==> src/rtl/core/ecda_pkg.sv <==
// shared types and constants for the eye closure drowsiness alarm
`default_nettype none

package ecda_pkg;

  localparam int COORD_BITS    = 10;
  localparam int EAR_FRAC_BITS = 14;
  localparam int PAIR_W        = 40;
  localparam int TS_W          = 32;
  localparam int EAR_W         = 16;
  localparam int CFG_W         = 26;
  localparam int CFG_IDX_W     = 2;
  localparam int ACC_W         = 32;
  localparam int STATUS_W      = 3;
  localparam int NUM_LANES     = 6;

  localparam int D2_W     = 2 * COORD_BITS + 1;
  localparam int SQ_IN_W  = D2_W + 2 * EAR_FRAC_BITS;
  localparam int RT_W     = (SQ_IN_W + 1) / 2;
  localparam int SQ_W     = 2 * RT_W;
  localparam int RM_W     = RT_W + 2;
  localparam int SUM_W    = RT_W + 1;
  localparam int NUM_W    = SUM_W + EAR_FRAC_BITS;
  localparam int DEN_W    = RT_W + 1;
  localparam int DR_W     = DEN_W + 1;
  localparam int SAT_SH   = EAR_W + 1 - EAR_FRAC_BITS;
  localparam int CMP_W    = RT_W + SAT_SH;
  localparam int SQ_STEPS = RT_W;
  localparam int DV_STEPS = EAR_W;
  localparam int CNT_W    = $clog2(SQ_STEPS);

  localparam logic [EAR_W-1:0] THR_RST    = 16'd3277;
  localparam logic [CFG_W-1:0] ALARM_RST  = 26'd2000000;
  localparam logic [CFG_W-1:0] OCLEAR_RST = 26'd100000;
  localparam logic [CFG_W-1:0] SHORT_RST  = 26'd400000;

  typedef enum logic [STATUS_W-1:0] {
    ST_OPEN         = 3'd0,
    ST_CLOSED       = 3'd1,
    ST_ALARM        = 3'd2,
    ST_NOFACE_WARN  = 3'd3,
    ST_NOFACE_IDLE  = 3'd4
  } status_e;

  typedef enum logic [CFG_IDX_W-1:0] {
    CFG_EAR_THR    = 2'd0,
    CFG_ALARM_TIME = 2'd1,
    CFG_OPEN_CLEAR = 2'd2,
    CFG_SHORT_CLOSE = 2'd3
  } cfg_idx_e;

  typedef struct packed {
    logic capture;
    logic load;
    logic sqrt_step;
    logic div_init;
    logic div_step;
    logic acc;
    logic update;
  } cmd_t;

  typedef struct packed {
    logic out_busy;
  } sts_t;

endpackage

`default_nettype wire

==> src/rtl/core/ecda_ctrl.sv <==
// sequencer for capture, square roots, divisions and state update
`default_nettype none

module ecda_ctrl import ecda_pkg::*; (
  input  wire  clk_i,
  input  wire  rst_ni,
  input  wire  in_valid_i,
  output logic in_stall_o,
  input  sts_t sts_i,
  output cmd_t cmd_o
);

  typedef enum logic [6:0] {
    S_IDLE  = 7'b0000001,
    S_LOAD  = 7'b0000010,
    S_SQRT  = 7'b0000100,
    S_DINIT = 7'b0001000,
    S_DIV   = 7'b0010000,
    S_ACC   = 7'b0100000,
    S_UPD   = 7'b1000000
  } state_e;

  state_e state_q, state_d;
  logic [CNT_W-1:0] cnt_q, cnt_d;

  always_comb begin
    state_d    = state_q;
    cnt_d      = cnt_q;
    cmd_o      = '0;
    in_stall_o = 1'b1;
    unique case (state_q)
      S_IDLE: begin
        in_stall_o = 1'b0;
        if (in_valid_i) begin
          cmd_o.capture = 1'b1;
          state_d = S_LOAD;
        end
      end
      S_LOAD: begin
        cmd_o.load = 1'b1;
        cnt_d = '0;
        state_d = S_SQRT;
      end
      S_SQRT: begin
        cmd_o.sqrt_step = 1'b1;
        if (cnt_q == CNT_W'(SQ_STEPS - 1)) begin
          state_d = S_DINIT;
        end else begin
          cnt_d = cnt_q + 1'b1;
        end
      end
      S_DINIT: begin
        cmd_o.div_init = 1'b1;
        cnt_d = '0;
        state_d = S_DIV;
      end
      S_DIV: begin
        cmd_o.div_step = 1'b1;
        if (cnt_q == CNT_W'(DV_STEPS - 1)) begin
          state_d = S_ACC;
        end else begin
          cnt_d = cnt_q + 1'b1;
        end
      end
      S_ACC: begin
        cmd_o.acc = 1'b1;
        state_d = S_UPD;
      end
      S_UPD: begin
        if (!sts_i.out_busy) begin
          cmd_o.update = 1'b1;
          state_d = S_IDLE;
        end
      end
      default: begin
        state_d = S_IDLE;
      end
    endcase
  end

  always_ff @(posedge clk_i or negedge rst_ni) begin
    if (!rst_ni) begin
      state_q <= S_IDLE;
      cnt_q   <= '0;
    end else begin
      state_q <= state_d;
      cnt_q   <= cnt_d;
    end
  end

endmodule

`default_nettype wire

==> config.mk <==
export PLATFORM = sky130hd
export DESIGN_NAME = ecda_ctrl
export DESIGN_NICKNAME = d
export VERILOG_FILES = /design/src/rtl/core/ecda_pkg.sv /design/src/rtl/core/ecda_ctrl.sv
export SDC_FILE = /design/constraint.sdc
export NUM_CORES = 1
export LEC_CHECK = 0
export ABC_CLOCK_PERIOD_IN_PS = 1650
export BUFFER_PORTS_ARGS = -buffer_cell sky130_fd_sc_hd__buf_2
export CAP_MARGIN = 15
export CORE_ASPECT_RATIO = 0.6
export CORE_MARGIN = 3
export CORE_UTILIZATION = 30
export CTS_CLUSTER_SIZE = 40
export DETAILED_ROUTE_END_ITERATION = 6
export PLACE_DENSITY = 0.5
export SLEW_MARGIN = 5
export SYNTH_ARGS = -nofsm -noshare
export SYNTH_HDL_FRONTEND = slang
export SYNTH_SLANG_ARGS = --single-unit
export TNS_END_PERCENT = 50
==> constraint.sdc <==
create_clock -name clk_i -period 1.65 [get_ports clk_i]
set_input_delay 0.165 -clock clk_i [delete_from_list [all_inputs] [get_ports clk_i]]
set_output_delay 0.165 -clock clk_i [all_outputs]
set_load 0.03 [all_outputs]
==> reports/qor.log <==
qor: logic_synthesis.netlist-cell-type-count 32
qor: logic_synthesis.synthesis.area 737 um^2
qor: timing.max-slew-margin-rel 0.759
qor: floorplan.fp.dieArea 3110 um^2
qor: timing.worstMarginPinSlew 0.360 ns
qor: critical_path.setup.worst_path.class flop to output pin
qor: logic_synthesis.postSynthNetCount 83
qor: drt.count_of_routing_violations_after_the_opening_detailed_route_iteration 16
qor: cells_and_area.post_route_cells_drive_above_1_share 0.556
qor: logic_synthesis.yosys_register_bits 12
qor: drt.post_drt_wl_per_cell 13.8 um
qor: critical_path.category_of_cells_accounting_for_the_largest_share_of_critical_path_delay simple AND/OR/NAND/NOR gates
qor: drt.drt_first_pass_iters 4
qor: critical_path.timing.critical_path.arrival 1.91 ns
qor: timing.hold_violations 0
qor: timing.setup-tns-final -1.84 ns
qor: critical_path.cp.buffers_inverters 1
qor: critical_path.worstSetupStartpointType flop
qor: floorplan.dieHeight 44.4 um
qor: floorplan.floorplan.initialDensity 0.328
qor: logic_synthesis.yosys_warnings 0
qor: hold_path.hold_path_class input pin to flop
qor: logic_synthesis.avgSynthCellArea 9.70 um^2
qor: drt.dr_total_vias 716
qor: timing.period_share 1.26
qor: logic_synthesis.synth_most_common_cell sky130_fd_sc_hd__dfrtp_1
qor: global_route.largest_net_degree_at_the_start_of_global_routing 13
qor: drt.vias_per_cell 4.87
qor: drt.wirelength 2020 um
qor: clock_network.clock_transition_at_path_regs 0.05 ns
qor: power.p_int 0.00109 W
qor: critical_path.critical-path-max-stage-delay 0.52 ns
qor: logic_synthesis.async_reset_ff_frac 1.00
qor: power.swShare 0.384
qor: run_status.status finished with violations
qor: power.power_frac_comb 0.590
qor: logic_synthesis.post_synth_inst_count 76
qor: global_route.gr-usage-all-layers 0.142
qor: cells_and_area.nNetsFinal 125
qor: logic_synthesis.ys_dominant_reg_cell sky130_fd_sc_hd__dfrtp_1
qor: logic_synthesis.number_of_enable_type_register_cells_in_the_synthesized_netlist 0
qor: logic_synthesis.biggest_area_consumer_among_synthesized_cells sky130_fd_sc_hd__dfrtp_1
qor: global_route.first_global_vias 679
qor: drt.detail-route-antenna-nets 0
qor: power.static-leakage-power 0.641 nW
qor: clock_network.worst_skew_pair.late_latency 0.24 ns
qor: timing.worst_hold_slack 0.233 ns
qor: clock_network.cts.sinks 12
qor: placement.finalWeightedCongestion 0.725
qor: placement.placed_cell_area 980 um^2
qor: placement.dp_hpwl 1460 um
qor: logic_synthesis.synth.top_cell.area_share 0.374
qor: flow_run.max_cap_violations 0
qor: power.power-per-cell-area 1410 nW/um^2
qor: critical_path.worstPathCellList or4_4 -> or4b_4 -> nor2_4 -> buf_6
qor: timing.max_freq 482 MHz
qor: critical_path.critical_path_required 1.48 ns
qor: timing.final.setup_skew 0.00476 ns
qor: critical_path.endpoint_kind output pin
qor: clock_network.clock_tree_from_tritoncts done
qor: clock_network.htree_levels 1
qor: drt.remaining_drc_errors 0
qor: timing.finalWorstSetupSlack -0.423 ns
qor: global_route.grt_overflow 0
qor: clock_network.cts_inserted_buffers 3
qor: critical_path.timing.critical_path.slowest_stage_cell sky130_fd_sc_hd__or4_4
qor: floorplan.row_count 13
qor: timing.final-setup-viol-count 11
qor: logic_synthesis.synth.top_cells.by_area sky130_fd_sc_hd__dfrtp_1, sky130_fd_sc_hd__ha_1, sky130_fd_sc_hd__a22o_1
qor: cells_and_area.final_cell_utilization_of_the_core 0.560
qor: timing.timing_max_transition_violations_final 0
qor: floorplan.i_o_pins 12
qor: power.pwr-share-clk 0.181
qor: power.max-vdd-ir-drop 0.000645 V
qor: critical_path.crit_path_max_fanout 3
qor: cells_and_area.insertedDiodeCount 0
qor: placement.port-buffer-count 11
qor: timing.grt_setup_unrepaired true
qor: global_route.antenna_found_initial 0
qor: clock_network.cts.root.buffer_cell sky130_fd_sc_hd__clkbuf_8
qor: run_status.violations setup timing
qor: floorplan.die_w 70.0 um
qor: cells_and_area.n_fill_cell 210
qor: power.seqPwrFrac 0.230
qor: logic_synthesis.synth.top_cells.by_count sky130_fd_sc_hd__dfrtp_1, sky130_fd_sc_hd__inv_1, sky130_fd_sc_hd__nor2_1
qor: logic_synthesis.yosysSeqAreaShare 0.409
qor: cells_and_area.area_delta_synth_final 70.6%
qor: floorplan.core_area 2240 um^2
qor: timing.finalWorstPathRequiredPeriod 2.07 ns
qor: global_route.grt_first_pass_wirelength 3330 um
qor: clock_network.cts-root-to-sink-buffers 2
qor: power.net-switching-power 0.000681 W
qor: cells_and_area.post-route-cell-area 1260 um^2
qor: power.p_total 0.00177 W
[final timing paths]
kind | start | endpoint | slack, ns | cells past startpoint
setup / recovery | state_q[4] | cmd_o[6] | -0.42 | 4
hold reg to reg | cnt_q[0] | cnt_q[0] | 0.58 | 2
hold / removal | in_valid_i | state_q[1] | 0.23 | 3
min in group asynchronous | rst_ni | cnt_q[0] | 0.34 | 2
setup reg to reg | cnt_q[1] | cnt_q[2] | -0.06 | 6
max in group asynchronous | rst_ni | state_q[0] | 1.04 | 2
[layout by cell type (no fill, tap or decap), types with 2 or more instances in the layout]
| master | instances |
|---|---|
| sky130_fd_sc_hd__xor2_1 | 2 |
| sky130_fd_sc_hd__a22o_1 | 3 |
| sky130_fd_sc_hd__buf_6 | 9 |
| sky130_fd_sc_hd__nor2_1 | 3 |
| sky130_fd_sc_hd__dfrtp_1 | 11 |
| sky130_fd_sc_hd__nand2_1 | 3 |
| sky130_fd_sc_hd__nand4_1 | 2 |
| sky130_fd_sc_hd__nor3_1 | 2 |
| sky130_fd_sc_hd__and3_1 | 3 |
| sky130_fd_sc_hd__nand3_1 | 2 |
| sky130_fd_sc_hd__nor2b_1 | 2 |
| sky130_fd_sc_hd__buf_2 | 4 |
| sky130_fd_sc_hd__mux2_2 | 2 |
| sky130_fd_sc_hd__nor2_2 | 2 |
| sky130_fd_sc_hd__buf_4 | 24 |
| sky130_fd_sc_hd__and3_4 | 2 |
| sky130_fd_sc_hd__o22ai_1 | 2 |
| sky130_fd_sc_hd__clkbuf_8 | 4 |
| sky130_fd_sc_hd__a21o_1 | 3 |
| sky130_fd_sc_hd__inv_1 | 6 |
[area by class of cell]
cell class              count  area [um^2]  area share
flip-flops and latches     12          302       0.240
clock buffers               4         55.1      0.0438
multi-input cells          56          526       0.418
repair buffers             38          312       0.248
well taps                  30         37.5      0.0299
inverters                   7         26.3      0.0209
[power groups by stage]
stage,Combinational [W],Sequential (W),Clock [W]
4_1_cts,0.000874,0.000407,0.000325
3_5_place_dp,0.000778,0.000404,0
2_1_floorplan,0.000478,0.000421,0
5_1_grt,0.00113,0.000414,0.000349
3_3_place_gp,0.000777,0.000405,0
6_report,0.00105,0.000407,0.000320
[state kept, by name (all words and copies together) (netlist names)]
signal,cells
state_q,7
cnt_q,5
[metal layers]
| metal | vias to the layer above | global-route usage | wire, um |
|---|---|---|---|
| li1 | 359 | - | - |
| met1 | 345 | 0.202 | 1080 |
| met2 | 10 | 0.208 | 859 |
| met3 | 2 | 0.0544 | 72 |
| met4 | 0 | 0.0229 | 11 |
| met5 | - | 0 | 0 |
[logic make-up (layout without fill, tap and decap cells)]
family	Yosys count	after routing	synth area share
AOI/OAI and AO/OA	14	14	0.144
xor gates and xnor gates	2	2	0.0238
adders and majority gates	3	3	0.0509
buffers and inverters	8	49	0.0407
DFF	12	12	0.409
muxes	3	3	0.0441
and+or+nand+nor	34	34	0.287
[tightest hold or removal path, delay by kind of cell]
family / cells / cell delay (ns)
buf+inv: 2 / 0.21
simple gates: 1 / 0.06
[metrics by stage]
stage | cells | worst slack, ns
2_1_floorplan | 76 | -0.285
3_3_place_gp | 134 | -0.233
3_5_place_dp | 134 | -0.228
4_1_cts | 141 | -0.430
5_1_grt | 147 | -0.470
6_report | 147 | -0.423
[what timing repair did]
item	CTS	global route
setup buffers	2	6
pin swaps	9	9
endpoints found under the setup margin	13	15
hold buffers	1	0
hold endpoints to repair	11	0
resized for setup	25	16
No activity file was read; power rests on OpenSTA's default activity.
